===== src/hdl/cva_pkg.sv =====
// Package: types, constants and helpers for the compass vector adder.
`default_nettype none
package cva_pkg;

    localparam int CORDIC_STEPS_DEF = 20;
    localparam int FRAC_BITS_DEF    = 16;
    localparam int MAG_W    = 17;
    localparam int ANG_W    = 17;
    localparam int SMAG_W   = 18;
    localparam longint unsigned INV_K_Q30   = 64'd652032874;
    localparam longint unsigned RAD_NANODEG = 64'd57295779513;
    localparam longint unsigned NANO        = 64'd1000000000;
    localparam int unsigned ANG_MAX = 90000;
    localparam int unsigned MAG_MAX = 262143;

    typedef enum logic [1:0] {
        KIND_ANGLED = 2'd0,
        KIND_EW     = 2'd1,
        KIND_NS     = 2'd2
    } dir_kind_t;

    typedef struct packed {
        logic [MAG_W-1:0] mag_a;
        logic [ANG_W-1:0] angle_a;
        logic             north_a;
        logic             east_a;
        logic [MAG_W-1:0] mag_b;
        logic [ANG_W-1:0] angle_b;
        logic             north_b;
        logic             east_b;
    } in_item_t;

    typedef struct packed {
        logic [SMAG_W-1:0] sum_mag;
        logic [ANG_W-1:0]  sum_angle;
        logic              sum_north;
        logic              sum_east;
        dir_kind_t         dir_kind;
    } out_item_t;

    function automatic longint unsigned atan_nd(input int i);
        longint unsigned nd;
        begin
            unique case (i)
                0:  nd = 64'd45000000000;
                1:  nd = 64'd26565051177;
                2:  nd = 64'd14036243468;
                3:  nd = 64'd7125016349;
                4:  nd = 64'd3576334375;
                5:  nd = 64'd1789910608;
                6:  nd = 64'd895173710;
                7:  nd = 64'd447614171;
                8:  nd = 64'd223810500;
                9:  nd = 64'd111905677;
                10: nd = 64'd55952892;
                11: nd = 64'd27976453;
                12: nd = 64'd13988227;
                13: nd = 64'd6994114;
                14: nd = 64'd3497057;
                15: nd = 64'd1748528;
                default: nd = (RAD_NANODEG + (64'd1 << (i - 1))) >> i;
            endcase
            return nd;
        end
    endfunction

    // arctangent of 2^-i in degrees with fb fraction bits
    function automatic longint unsigned atan_q(input int i, input int fb);
        return ((atan_nd(i) << fb) + NANO / 2) / NANO;
    endfunction

endpackage
`default_nettype wire


===== src/hdl/cva_rot_stage.sv =====
// One CORDIC micro-rotation (rotation or vectoring mode), registered.
`default_nettype none
module cva_rot_stage
    import cva_pkg::*;
#(
    parameter int STEP = 0,
    parameter int FB   = FRAC_BITS_DEF,
    parameter int XW   = 40,
    parameter int ZW   = 32,
    parameter bit VECT = 1'b0,
    parameter int SBW  = 8
) (
    input  wire logic                  clk,
    input  wire logic                  rst_n,
    input  wire logic                  en,
    input  wire logic                  vin,
    input  wire logic signed [XW-1:0]  xin,
    input  wire logic signed [XW-1:0]  yin,
    input  wire logic signed [ZW-1:0]  zin,
    input  wire logic        [SBW-1:0] sbin,
    output logic                       vout,
    output logic signed [XW-1:0]       xout,
    output logic signed [XW-1:0]       yout,
    output logic signed [ZW-1:0]       zout,
    output logic        [SBW-1:0]      sbout
);
    localparam logic signed [ZW-1:0] A = ZW'(atan_q(STEP, FB));

    logic signed [XW-1:0] dx, dy, x_next, y_next;
    logic signed [ZW-1:0] z_next;
    logic dir;

    always_comb
    begin
        dx = yin >>> STEP;
        dy = xin >>> STEP;
        dir = VECT ? !yin[XW-1] : !zin[ZW-1];
        if (dir)
        begin
            x_next = VECT ? xin + dx : xin - dx;
            y_next = VECT ? yin - dy : yin + dy;
            z_next = VECT ? zin + A : zin - A;
        end
        else
        begin
            x_next = VECT ? xin - dx : xin + dx;
            y_next = VECT ? yin + dy : yin - dy;
            z_next = VECT ? zin - A : zin + A;
        end
    end

    always_ff @(posedge clk or negedge rst_n)
    begin
        if (!rst_n)
            vout <= 1'b0;
        else if (en)
            vout <= vin;
    end

    always_ff @(posedge clk)
    begin
        if (en)
        begin
            xout  <= x_next;
            yout  <= y_next;
            zout  <= z_next;
            sbout <= sbin;
        end
    end
endmodule
`default_nettype wire

===== config.mk =====
export PLATFORM = sky130hd
export DESIGN_NAME = cva_rot_stage
export DESIGN_NICKNAME = d
export VERILOG_FILES = /design/src/hdl/cva_pkg.sv /design/src/hdl/cva_rot_stage.sv
export SDC_FILE = /design/constraint.sdc
export NUM_CORES = 1
export LEC_CHECK = 0
export BUFFER_PORTS_ARGS = -buffer_cell sky130_fd_sc_hd__buf_2
export CAP_MARGIN = 20
export CORE_UTILIZATION = 30
export DETAILED_ROUTE_END_ITERATION = 10
export PLACE_DENSITY = 0.52
export SYNTH_ARGS = -nofsm -noshare
export SYNTH_HDL_FRONTEND = slang
export SYNTH_SLANG_ARGS = --single-unit
export TNS_END_PERCENT = 50

===== constraint.sdc =====
create_clock -name clk -period 0.8 [get_ports clk]
set_input_delay 0.16 -clock clk [delete_from_list [all_inputs] [get_ports clk]]
set_output_delay 0.16 -clock clk [all_outputs]
set_load 0.1 [all_outputs]

Yosys cells after proc, flatten, opt, wreduce, memory -nomap -nowiden. Cells that the tools add are included.

Mux-type cells: 3. $add $sub $neg: 5.

Operator list (count): 2-to-1 mux 40 bit (2); subtractor 40 bit (2); adder 40 bit (1); adder 32 x 23 -> 32 bit (second input constant) (1); 2-to-1 mux 32 bit (1); subtractor 32 x 23 -> 32 bit (second input constant) (1).

Input bits: 124. Logic and storage cells: 13. Register bits: 121. Output and inout bits: 121.

Logic depth before layout (Yosys ltp). Gate-level depths: netlist (run 1).

Depth after elaboration: 2. Depth in mapped cells: 13. Mapped depth without buffers: 12.

Least setup slack after synthesis (run 1). OpenSTA, ideal clock, no wires.

Kind: in2reg. From: input zin[31]. To: register zout[31] (data pin). Stages on the path: 13. Path slack: -2.234 ns. Arrival: 2.882 ns. Library setup time: 0.152 ns. Path buffers: 2. Required time: 0.648 ns. Cells stage by stage: inv_1 -> clkbuf_1 -> buf_1 -> ha_1 -> a21o_1 -> a21oi_1 -> o21bai_1 -> a21oi_1 -> o21bai_1 -> a221o_1 -> o21ai_0 -> a21boi_0 -> o22ai_1.

Word-level cells in the longest chain between the ends: 2. Elaborated cells on any way between the ends: 3. Classes of those cells: add/sub (2); mux (1).

RTL lines: from (decl) (RTL line cva_rot_stage.sv:19) `input wire logic signed [ZW-1:0] zin,`; subtractor 32 x 23 -> 32 bit / adder 32 x 23 -> 32 bit (equally long branches); 2-to-1 mux 32 bit (*) (RTL line cva_rot_stage.sv:38) `if (dir)`; via z_next[31] (RTL line cva_rot_stage.sv:30) `logic signed [ZW-1:0] z_next;`; to (signal assigned) (RTL line cva_rot_stage.sv:66) `zout <= z_next;`; to (decl) (RTL line cva_rot_stage.sv:24) `output logic signed [ZW-1:0] zout,`.

Mark *: on every way through the listed nets, which the timed path passes. The rest lies on a longest branch. A chain may end at the register's enable or synchronous reset.

Worst setup path after layout (run 1).
From: input yin[0]. To: register yout[30] (data pin).

Word-level cells in the longest chain between the ends: 2. Elaborated cells on any way between the ends: 3. Classes of those cells: add/sub (2); mux (1).

RTL lines: from (decl) (RTL line cva_rot_stage.sv:18) `input wire logic signed [XW-1:0] yin,`; adder 40 bit / subtractor 40 bit (equally long branches); 2-to-1 mux 40 bit (*) (RTL line cva_rot_stage.sv:38); via y_next[30] (RTL line cva_rot_stage.sv:29) `logic signed [XW-1:0] dx, dy, x_next, y_next;`; to (signal assigned) (RTL line cva_rot_stage.sv:65) `yout <= y_next;`; to (decl) (RTL line cva_rot_stage.sv:23) `output logic signed [XW-1:0] yout,`.

Marked as above.

==> metrics list, run 1 <==
- DP Wirelength: between 40000 and 50000 µm
- Average cell area after synthesis: approximately 8.7 µm²
- Synth warn: 0
- The worst path in the final design needs a cycle of roughly 2700 ps, including I/O delays and setup.
- TritonCTS clock tree: done
* Pin count of the biggest net entering global routing: 56
* Wire length after detailed routing: approximately 53000 µm
* Share of layout cells above drive strength 1: 53.6%
* Combined area of all synthesized cells: about 12000 µm²
* Number of input and output port buffers inserted: about 240
- The clock passes through at most 2 buffers.
- Once layout is complete, the cells apart from fillers number 2767.
* DR vias: between 10000 and 15000
- Post-detailed-route DRC marker count: 0
- Ports placed on the boundary: between 200 and 250
- The die is 201 µm wide.
- The synthesized design contains between 100 and 150 enable-type register cells.
* RSZ-0062 raised after global routing: yes
- FF+latch area: 3600 µm²
* Static leakage: around 10 nW
- Worst hold-check path type: primary input to flop
- Number of global-route vias before repair: around 14000
- Transition time of the tightest slew-check pin: between 800 and 900 ps
- Overall overflow remaining after global route: 0
* Total met2 wirelength after detailed routing: between 20000 and 30000 µm
- Once the floorplan was initialized, standard cells occupied a little under a third of the core.
- Type of element capturing the critical path: flop
- Max cap viols: 0
* Count of final hold-check violations: 0
- Data on the critical path arrives at its endpoint at 2870 ps.
* Routed vias/inst: roughly 5.1
- Global-route wire length before repair: 80800 µm
* Met1 routed wirelength after detailed routing: between 20000 and 25000 µm
* Share of async-settable or async-resettable flops after synthesis: less than 1%
* Site row count: approximately 70
* Fraction of the cycle the final worst path needs: 332%
- In this run the worst path has a maximum fanout of 2.
- For this design the ratio of total power to cell area is around 1800 nW/µm².
- Once routing completed, OpenROAD measured the worst setup slack at -1860 ps.
* Chip height: 201 µm
- The checks that failed: setup timing.
- The H-tree was split into 4 levels.
* Slew Limit Fails: 0
- Number of buffers created by CTS: 17
- Count of different cell masters after synthesis: about 80
* Root Buffer: sky130_fd_sc_hd__clkbuf_16
* Maximum resistive drop on vdd: around 1.7 mV
- Synthesis produced a netlist with a net count of about 1600.
- The flow ran to the end, but the final reports show violations.
- The multi-input combinational cells in the finished layout cover a total of around 9500 µm².
- In the detailed route, the total length drawn on met3 is around 3100 µm.
- Counting the fill cells in the layout gives about 3300.
- For the final database, setup skew stands at 0 ps.
- Once placement finished, the instance area stood at ~20000 µm².
* Average wire length per cell after detail routing: ~19 µm
* Post-Syn Instances: between 1000 and 1500
- With fillers left out, the area of the finished cells amounts to between 20000 and 25000 µm².
* Headroom to the max-slew limit: about two fifths
- Peak clock frequency supported by timing: around 380 MHz
- Gr usage total: 25.7%
- Die ar.: 40600 µm²
* Hold Slack: roughly 110 ps
- The highest metal layer carrying signal wires in the routed design is met4.
- Sequential cells were found to cover between 30% and 40% of the synthesized design area.
- Remaining antenna violation count: 0
* Final net count: around 2500
- Final weighted congestion in routability-driven placement: 0.965
* Placed Cells incl. Taps: approximately 2600
* Total core area: 38900 µm²
- At the later pin of the worst-skew pair, clock insertion delay measures around 450 ps.
- Setup violations remaining at the end of the flow were counted as 214.
- In the synthesized netlist the dominant register cell turns out to be sky130_fd_sc_hd__edfxtp_1.
* Startpoint Class: primary input
- At the worst endpoint, the required time is 1020 ps.
- The number of antenna violations at the first check in global routing came to 0.
- Detailed-router iteration count before antenna repair: 5
* Setup Crit Path Kind: primary input to flop
- The detailed router finished its first iteration with approximately 1000 violations.
* TritonCTS sink count: 120
* Layout area overhead: 96.4%
- The synthesized design contains between 100 and 150 register bits.
- Clock edge transition at the registers on the reported setup and hold paths: around 80 ps
==> per-stage QoR <==
stage	utilization [%]	power, W	setup TNS, ps	setup WS, ps
6_report	60.2	0.0427	-175610	-1860
5_1_grt	60.2	0.0442	-184010	-1930
4_1_cts	57.8	0.0417	-162960	-1800
3_5_place_dp	51.9	0.0315	-182840	-2390
3_3_place_gp	51.9	0.0314	-180670	-2370
2_1_floorplan	-	0.0211	-151840	-1880
==> cells in the mapped netlist, drive strengths merged (18+ instances only) <==
| cell type | n | area, µm² |
|---|---|---|
| o31ai | 18 | 135 |
| nor2 | 103 | 392 |
| edfxtp | 119 | 3570 |
| clkbuf | 36 | 135 |
| inv | 123 | 464 |
| a21oi | 183 | 916 |
| nand2 | 63 | 236 |
| a21o | 41 | 308 |
| o21bai | 48 | 360 |
| nand4 | 25 | 156 |
| o21ai | 84 | 420 |
| ha | 143 | 1790 |
| o211ai | 20 | 150 |
| nand3 | 26 | 130 |
| buf | 24 | 110 |
| nor3 | 28 | 140 |
| xnor2 | 75 | 657 |
==> repair_timing <==
| item | 4_1_cts | 5_1_grt |
|---|---|---|
| hold endpoints to repair | 26 | 0 |
| endpoints found under the setup margin | 214 | 214 |
| resized for setup | 236 | 150 |
| buffers inserted | 45 | 51 |
| hold buffers | 27 | 0 |
| pin swaps | 129 | 116 |
==> sequential cells by signal, summed over array words and instances, names as in the netlist <==
signal,count
xout,39
sbout,8
vout,1
zout,32
yout,40
==> per-layer routing <==
layer,GRT usage (%),up-vias
met5,0,-
met2,42.3,556
li1,-,6766
met4,8.14,0
met1,34.7,6833
met3,3.48,76
==> cells in the final DEF, fill, tap and decap left out, types with 9 or more instances in the layout <==
| master | synthesis | layout |
|---|---|---|
| sky130_fd_sc_hd__buf_4 | 1 | 558 |
| sky130_fd_sc_hd__buf_12 | 0 | 132 |
| sky130_fd_sc_hd__edfxtp_1 | 119 | 119 |
| sky130_fd_sc_hd__a21oi_1 | 183 | 118 |
| sky130_fd_sc_hd__ha_1 | 143 | 113 |
| sky130_fd_sc_hd__buf_2 | 7 | 105 |
| sky130_fd_sc_hd__inv_1 | 121 | 99 |
| sky130_fd_sc_hd__nor2_1 | 101 | 93 |
| sky130_fd_sc_hd__buf_6 | 1 | 70 |
| sky130_fd_sc_hd__xnor2_1 | 75 | 57 |
| sky130_fd_sc_hd__nand2_1 | 63 | 56 |
| sky130_fd_sc_hd__a21oi_2 | 0 | 47 |
| sky130_fd_sc_hd__o21bai_1 | 48 | 41 |
| sky130_fd_sc_hd__a21o_1 | 41 | 40 |
| sky130_fd_sc_hd__o21ai_0 | 72 | 36 |
| sky130_fd_sc_hd__dlygate4sd3_1 | 0 | 27 |
| sky130_fd_sc_hd__ha_4 | 0 | 26 |
| sky130_fd_sc_hd__nand4_1 | 25 | 25 |
| sky130_fd_sc_hd__o21ai_2 | 0 | 25 |
| sky130_fd_sc_hd__o211ai_1 | 20 | 20 |
| sky130_fd_sc_hd__nor3_1 | 28 | 19 |
| sky130_fd_sc_hd__nand3_1 | 26 | 19 |
| sky130_fd_sc_hd__xnor2_2 | 0 | 18 |
| sky130_fd_sc_hd__a21oi_4 | 0 | 18 |
| sky130_fd_sc_hd__clkbuf_16 | 0 | 17 |
| sky130_fd_sc_hd__o21ai_1 | 12 | 15 |
| sky130_fd_sc_hd__o21a_1 | 12 | 12 |
| sky130_fd_sc_hd__o31ai_1 | 18 | 12 |
| sky130_fd_sc_hd__nand2b_1 | 12 | 12 |
| sky130_fd_sc_hd__inv_2 | 1 | 11 |
| sky130_fd_sc_hd__nor4_1 | 17 | 10 |
| sky130_fd_sc_hd__nor2b_1 | 14 | 9 |
==> cell type report <==
| type | count | area share (%) |
|---|---|---|
| sequential | 120 | 15.4 |
| clock buffer | 18 | 1.83 |
| timing repair buffer | 898 | 36.3 |
| antenna | 1 | 0.0107 |
| multi-input combinational | 1071 | 40.6 |
| tap | 518 | 2.76 |
| clock inverter | 14 | 0.806 |
| inverter | 127 | 2.36 |
==> report_power, final <==
group / switching [W] / internal [W]
clock: 0.00360 / 0.00500
combinational: 0.0144 / 0.0106
sequential: 0.000857 / 0.00825
==> logic make-up (layout without fill, tap and decap cells) <==
family / count (synthesis) / count (layout) / share of synthesized area, %
AOI/OAI and AO/OA: 505 / 505 / 27.6
and+or+nand+nor: 316 / 316 / 12.8
buffers and inverters: 187 / 1057 / 6.07
adders and majority gates: 147 / 147 / 15.7
DFF: 120 / 120 / 30.1
xor gates and xnor gates: 84 / 84 / 6.16
muxes: 19 / 19 / 1.61
other: 0 / 1 / 0
==> critical path: stages <==
cell and delay, ps:
sky130_fd_sc_hd__buf_8 90, sky130_fd_sc_hd__inv_8 30, sky130_fd_sc_hd__ha_4 150, sky130_fd_sc_hd__fa_2 360, sky130_fd_sc_hd__nand3b_1 230, sky130_fd_sc_hd__a2111oi_4 450, sky130_fd_sc_hd__nor4b_4 100, sky130_fd_sc_hd__buf_4 140
sky130_fd_sc_hd__o41a_1 360, sky130_fd_sc_hd__o21ai_2 240, sky130_fd_sc_hd__a21oi_2 90, sky130_fd_sc_hd__o21ai_1 120, sky130_fd_sc_hd__a21bo_2 230, sky130_fd_sc_hd__xnor2_1 120
==> worst paths after layout <==
path                             startpoint            endpoint  slack [ps]  cells after the start
hold reg to reg            vout$_DFFE_PN0P_    vout$_DFFE_PN0P_         590                      1
setup / recovery                     yin[0]  yout[30]$_DFFE_PP_       -1860                     14
max in group asynchronous             rst_n    vout$_DFFE_PN0P_         150                      3
hold / removal                      zin[16]  zout[16]$_DFFE_PP_         110                      3
setup reg to reg           vout$_DFFE_PN0P_    vout$_DFFE_PN0P_         -60                      1
min in group asynchronous             rst_n    vout$_DFFE_PN0P_         530                      3
Note: power is estimated with default switching activity, not from simulation.
==> run 2: changes to the inputs <==
--- a/config.mk
+++ b/config.mk
@@ -8,8 +8,9 @@
 export BUFFER_PORTS_ARGS = -buffer_cell sky130_fd_sc_hd__buf_2
 export CAP_MARGIN = 20
 export CORE_UTILIZATION = 30
+export CTS_CLUSTER_SIZE = 16
 export DETAILED_ROUTE_END_ITERATION = 10
-export PLACE_DENSITY = 0.52
+export PLACE_DENSITY = 0.5
 export SYNTH_ARGS = -nofsm -noshare
 export SYNTH_HDL_FRONTEND = slang
 export SYNTH_SLANG_ARGS = --single-unit
==> constraint.sdc (replaced) <==
create_clock -name clk -period 2.8 [get_ports clk]
set_input_delay 0.56 -clock clk [delete_from_list [all_inputs] [get_ports clk]]
set_output_delay 0.56 -clock clk [all_outputs]
set_load 0.1 [all_outputs]
==> run 2 against run 1 <==
The run still ends with setup timing left. Flip-flop and latch count stayed put. Clock power down 75%. Sequential power is 74% lower. Worst setup slack improved by 1700 ps. Critical path type unchanged. Critical path depth fell by 1. Routed wire length down 9.8%. Cell count is 6.0% lower. Largest cell class unchanged. Via count is 8.2% lower. Clock skew is the same. Global-route usage down 2.4 points. Core utilization decreased by 12 points.
==> metrics list, run 2 (same netlist as run 1, synthesis figures left out) <==
- The run finished, with violations left.
- Failing checks: setup timing
- In this run the power density over the cells is 539 nW/µm².
* Chip height: ~200 µm
* Antenna violations before repair: 0
- Min cycle time layout: around 3000 ps
- Post-detailed-route DRC marker count: 0
* Final weighted congestion in routability-driven placement: 0.916
- TritonCTS sink count: 120
- Worst hold-check path type: primary input to flop
- Number of buffers and inverters on the critical path: 3
- Before CTS, the worst setup slack after placement is -836 ps.
- Required time at the endpoint of the critical path: 3080 ps
- TritonCTS clock tree: done
- After layout, the worst path uses 107% of the clock period.
- The core region is between 30000 and 40000 µm².
* Number of H-tree branching levels: 4
* Pin count of the biggest net entering global routing: 111
- For this configuration, the core starts out at a cell density of a little under a third.
- Grouping stages by cell kind, the critical path spends the most delay in compound AO/OA/AOI/OAI gates.
- Transition time of the tightest slew-check pin: ~660 ps
- STA classifies the critical path startpoint as a primary input.
- Final net count: between 2000 and 2500
* Ports placed on the boundary: 245
* Detailed-router iteration count before antenna repair: 5
* Arrival time at the worst endpoint: roughly 3300 ps
- Fillers: between 3000 and 4000
- The setup path with the least slack is of type primary input to flop.
- From synthesis to final layout, the design area changed by 57.2%.
* Die X-Extent: 201 µm
- The number of endpoints with negative hold slack in the final report is 0.
- Site row count: approximately 70
* Share of layout cells above drive strength 1: between 40 and 50%
- The later pin in the worst-skew pair is clocked with a latency of roughly 460 ps.
- Overall power consumption: 0.0101 W
- Max cap viols: 0
* Die ar.: 40600 µm²
- Static leakage: about 8.6 nW
- Antenna diodes: 0
- Number of input and output port buffers inserted: approximately 240
* Largest stage delay on the critical path: roughly 380 ps
* Number of global-route vias before repair: 13000
- For this run the aggregate overflow at the end of global routing stands at 0.
- Violation count after the first detailed-routing iteration: a little over 800
* Gr usage total: 23.4%
- The library cell used most frequently in the layout, excluding fill and tap cells, is sky130_fd_sc_hd__buf_4.
* Type of element capturing the critical path: flop
* Largest Register: yout
- Setup slack on the critical path of the routed design comes to -187 ps.
- Cell Count, Final, Fillers Out: between 2000 and 3000
- Headroom to the max-slew limit: a little under three fifths
* Average wire length per cell after detail routing: 18.5 µm
- The largest registers in the layout are yout (40), xout (39), zout (32).
- The routed layout has approximately 13000 vias.
* Wire length after detailed routing: about 48000 µm
- Maximum resistive drop on vdd: just over 0.4 mV
- Number of buffers created by CTS: 17
- Summed over all failing endpoints, the final setup total negative slack is -1840 ps.
* Setup Skew: 0 ps
- Sequence of cells on the critical path: buf_2 > inv_1 > ha_1 > nor2b_1 > o21a_1 > a211o_4 > a2111oi_4 > nor2_4 > buf_6 > a31o_4 > a211oi_4 > o41ai_2 > a311oi_1
- Routed vias/inst: 5.02
* DP Wirelength: 39200 µm
* Maximum root-to-sink buffer count: 2
- Highest net fanout along the worst path: 4
- After detailed placement, the design holds a cell count of approximately 2500.
* Root Buffer: sky130_fd_sc_hd__clkbuf_16
- Instance area after placement: ~17000 µm²
- Clock-pin slew was measured on the worst setup and hold paths at 70 ps.
- Final setup violation count: 30
* Area of all placed cells without fillers: between 15000 and 20000 µm²
- Peak clock frequency supported by timing: approximately 330 MHz
* RSZ-0062 raised after global routing: yes
- Slew Limit Fails: 0
* Global-route wire length before repair: between 70000 and 80000 µm
* Flip-flop count of the largest register after layout: 40
* Remaining antenna violation count: 0
- Top library cells by usage in the layout, fill and taps aside: 483 x sky130_fd_sc_hd__buf_4, 232 x sky130_fd_sc_hd__buf_2, 166 x sky130_fd_sc_hd__a21oi_1
- The slowest stage of the critical path is the sky130_fd_sc_hd__a211o_4 cell.
[run 2: repair_timing]
action | CTS | global route
resized for setup | 83 | 85
hold buffers | 1 | 0
pin swaps | 32 | 42
setup buffers | 6 | 16
endpoints found under the setup margin | 46 | 41
hold endpoints to repair | 1 | 0
[run 2: worst paths after layout]
check / startpoint / end / slack, ps / cells past startpoint
worst max-delay path: xin[1] / xout[39]$_DFFE_PP_ / -190 / 13
worst min-delay path: zin[7] / zout[7]$_DFFE_PP_ / 260 / 1
worst max register to register: vout$_DFFE_PN0P_ / vout$_DFFE_PN0P_ / 2070 / 1
worst min register to register: vout$_DFFE_PN0P_ / vout$_DFFE_PN0P_ / 500 / 1
max in group asynchronous: rst_n / vout$_DFFE_PN0P_ / 2320 / 2
min in group asynchronous: rst_n / vout$_DFFE_PN0P_ / 400 / 2
[run 2: layout make-up]
cell class	count	area [µm²]	share of cell area (%)
multi-input combinational	1071	8430	44.9
timing repair buffer	734	5040	26.8
sequential	120	3600	19.2
tap	518	648	3.45
inverter	127	502	2.67
clock buffer	18	429	2.29
clock inverter	14	121	0.647
[run 2: stage by stage]
| step | hold slack (ps) | util [%] |
|---|---|---|
| floorplan | 264 | - |
| global placement | 336 | 44.2 |
| detailed placement | 336 | 44.2 |
| CTS | 234 | 46.9 |
| global route | 241 | 48.2 |
| finish | 264 | 48.2 |
[run 2: per-layer routing]
metal  wire length, µm  global-route usage [%]  vias up
met5                 0                       0        -
met4               855                    5.84        0
met3              2590                    4.05       45
met2             21800                    37.3      384
met1             22900                    32.4     6206
li1                  -                       -     6429
[run 2: power breakdown]
group / internal, W / total (W) / switching [W]
clock: 0.00122 / 0.00216 / 0.000937
combinational: 0.00175 / 0.00555 / 0.00380
sequential: 0.00234 / 0.00241 / 0.0000713
total: 0.00531 / 0.0101 / 0.00480
==> run 3: changes to the inputs <==
--- a/config.mk
+++ b/config.mk
@@ -7,10 +7,11 @@
 export LEC_CHECK = 0
 export BUFFER_PORTS_ARGS = -buffer_cell sky130_fd_sc_hd__buf_2
 export CAP_MARGIN = 20
-export CORE_UTILIZATION = 30
+export CORE_UTILIZATION = 50
+export CTS_CLUSTER_DIAMETER = 40
 export CTS_CLUSTER_SIZE = 16
 export DETAILED_ROUTE_END_ITERATION = 10
-export PLACE_DENSITY = 0.5
+export PLACE_DENSITY = 0.75
 export SYNTH_ARGS = -nofsm -noshare
 export SYNTH_HDL_FRONTEND = slang
 export SYNTH_SLANG_ARGS = --single-unit
==> run 3 against run 2 <==
The flow still finishes with violations (setup timing). Register-to-register slack about the same. Via count up 6.7%. Critical path depth up 1. Combinational power down 0.9%. Core utilization up 30 points. Maximum frequency down 1.5%. Global-route usage up 15 points. Flip-flop and latch count unchanged. Final area down 2.8%. Routed wire length down 1.3%. Worst setup slack worse by 45 ps. Sequential power about the same. Critical path type unchanged. Largest cell class unchanged.
==> metrics list, run 3 (same netlist as run 1, synthesis figures left out) <==
- The number of endpoints with negative hold slack in the final report is 0.
- Overall overflow remaining after global route: 0
- Gr usage total: between 30% and 40%
- Highest net fanout along the worst path: 3
- Number of input and output port buffers inserted: approximately 240
- The clock net in this run drives a total of 120 sinks.
* Final setup violation count: 28
- The min-delay analysis places its worst path in the category primary input to flop.
- The first detailed-routing pass took 8 iterations.
* TritonCTS clock tree: done
- After floorplanning, the core was divided into 56 placement rows.
- In this run the most critical hold path is launched from zin[10].
* Total negative slack for setup checks: -2910 ps
- Dividing total power by cell area gives a power density of ~560 nW/µm².
* Min-Delay Endpoint: zout[10]$_DFFE_PP_
- Launch point of the critical path: yin[0]
- Most common cell after layout, fill and taps aside: sky130_fd_sc_hd__buf_4
- Share of layout cells above drive strength 1: between 40 and 50%
* Clock network latency to the later pin of the worst-skew pair: approximately 420 ps
- The library cells used most frequently in the layout, excluding fill and tap cells, are 454 x sky130_fd_sc_hd__buf_4, 238 x sky130_fd_sc_hd__buf_2, 157 x sky130_fd_sc_hd__a21oi_1.
- Area of all placed cells without fillers: 18200 µm²
* Type of element capturing the critical path: flop
- Final weighted congestion in routability-driven placement: around 1.0
- Flip-flop count of the largest register after layout: 40
* Die X-Extent: 157 µm
- From bottom edge to top edge, the die measures 157 µm.
- The count of nets left with antenna violations once routing finished came out at 0.
- The routed design has ~47000 µm of wire.
* Sequential power share: a little under a quarter
- Startpoint Class: primary input
- Across all hold checks on the routed design, the worst slack comes to 307 ps.
* Max cap viols: 0
* Violation count after the first detailed-routing iteration: about 1600
- Relative to the synthesized area, the layout overhead comes to 52.9%.
* Slew Limit Fails: 0
- DP Wirelength: 37100 µm
* Worst hold path stage count: 1
- Largest regs: yout (40), xout (39), zout (32)
* Root Buffer: sky130_fd_sc_hd__clkbuf_16
* Min cycle time layout: 3030 ps
* Average wire length per cell after detail routing: about 20 µm
- DR vias: 13900
* Setup Crit Path Kind: primary input to flop
- Headroom to the max-slew limit: between 40% and 50%
- The number of global-route vias before repair was approximately 13000.
- The number of cells on the worst reg-to-reg path is 1.
- Number of H-tree branching levels: 4
- Initial Utilization: about half
- Cell internal power was estimated by the tool at 0.00522 W.
- Number of buffers created by CTS: 17
* Routed vias/inst: ~5.9
- Setup Skew: 0 ps
- Summed over all cells, the static leakage comes to roughly 8.4 nW.
- Entering global routing, the biggest net connects 62 pins.
- Net switching is 48.7% of the power.
- Summing all placed instances gives a cell area of between 15000 and 20000 µm².
- For this design the total switching power over the nets is around 0.0050 W.
- RSZ-0062 raised after global routing: yes
- Peak clock frequency supported by timing: approximately 330 MHz
* Setup slack on the worst flop-to-flop path: between 2000 and 2500 ps
- Antenna violations before repair: 6
* Die ar.: about 24000 µm²
- Post-detailed-route DRC marker count: 0
* Sequence of cells on the critical path: buf_8 > inv_8 > ha_4 > fa_2 > nand3b_1 > a2111oi_4 > nor4b_4 > or4_4 > a21oi_4 > a21oi_2 > buf_4 > nand2_1 > o21ai_1 > xnor2_1
- The final reports fail on setup timing.
- For this design, the slowest cell found on the critical path is sky130_fd_sc_hd__a2111oi_4.
- Worst-case setup margin in the final layout: -231 ps
* Largest Register: yout
- Largest stage delay on the critical path: between 400 and 500 ps
- RR Endpoint: vout$_DFFE_PN0P_
- Combinational fraction of design power: approximately 54%
- Startpoint of the worst register-to-register path: vout$_DFFE_PN0P_
- Transition time of the tightest slew-check pin: around 800 ps
* Ports placed on the boundary: between 200 and 250
- After layout, the design draws a total of between 0.01 and 0.015 W.
- Maximum resistive drop on vdd: roughly 0.44 mV
- The run finished, with violations left.
* Clock edge transition at the registers on the reported setup and hold paths: approximately 70 ps
- Dividing the final minimum period by the clock period gives 108%.
- The clock network burns between 20% and 30% of the power.
- Arrival time at the worst endpoint: 3220 ps
- At the end of the flow, the number of nets in the layout was 2314.
* Maximum root-to-sink buffer count: 2
- Required time at the endpoint of the critical path: around 3000 ps
- Total core area: 23500 µm²
- Global-route wire length before repair: around 72000 µm
## run 3: routing by layer
layer	part of all wire [%]	GRT usage, %
met1	40	48.0
met2	46	62.3
met5	0	0
met3	10	8.09
met4	4.4	17.6
## run 3: area by class of cell
| cell class | count | area, µm² |
|---|---|---|
| Multi-Input combinational cell | 1071 | 8370 |
| Fill cell | 1703 | 5230 |
| Timing Repair Buffer | 706 | 4790 |
| Sequential cell | 120 | 3600 |
| Inverter | 127 | 497 |
| Clock buffer | 17 | 425 |
| Tap cell | 319 | 399 |
| Clock inverter | 15 | 153 |
| Antenna cell | 5 | 12.5 |
## run 3: per-stage QoR
| step | std cells | worst slack (ps) | utilization [%] |
|---|---|---|---|
| finish | 2380 | -231 | 77.7 |
| global route | 2380 | -331 | 77.7 |
| CTS | 2360 | -195 | 75.6 |
| detailed placement | 2320 | -933 | 71.4 |
| global placement | 2320 | -769 | 71.4 |
| floorplan | 1378 | -278 | - |
## run 3: critical path: cells and delay by family
kind | cells | cell delay [ps]
and+or+nand+nor | 4 | 870
buffers and inverters | 3 | 270
xor gates and xnor gates | 1 | 140
adders and majority gates | 2 | 480
AOI/OAI and AO/OA | 4 | 910
## run 3: power groups by stage
stage | clock (W) | combinational (W) | sequential, W
floorplan | 0 | 0.00152 | 0.00438
global placement | 0 | 0.00510 | 0.00245
detailed placement | 0 | 0.00515 | 0.00245
CTS | 0.00225 | 0.00527 | 0.00242
global route | 0.00233 | 0.00574 | 0.00245
finish | 0.00225 | 0.00550 | 0.00242
## run 3: timing repair
action / in CTS / in global routing
gates cloned: 0 / 0
endpoints found under the setup margin: 46 / 53
hold buffers: 1 / 0
endpoints found under the hold margin: 1 / 0
setup buffers: 7 / 16
gates resized for setup: 70 / 80
pin swaps: 26 / 44
## run 3: worst max path at each step
stage | cells after the start | to | slack [ps]
floorplan | 12 | xout[35]$_DFFE_PP_ | -280
finish | 14 | yout[24]$_DFFE_PP_ | -230
global placement | 11 | xout[35]$_DFFE_PP_ | -770
global route | 13 | yout[28]$_DFFE_PP_ | -330
detailed placement | 11 | xout[35]$_DFFE_PP_ | -930
CTS | 13 | yout[36]$_DFFE_PP_ | -200
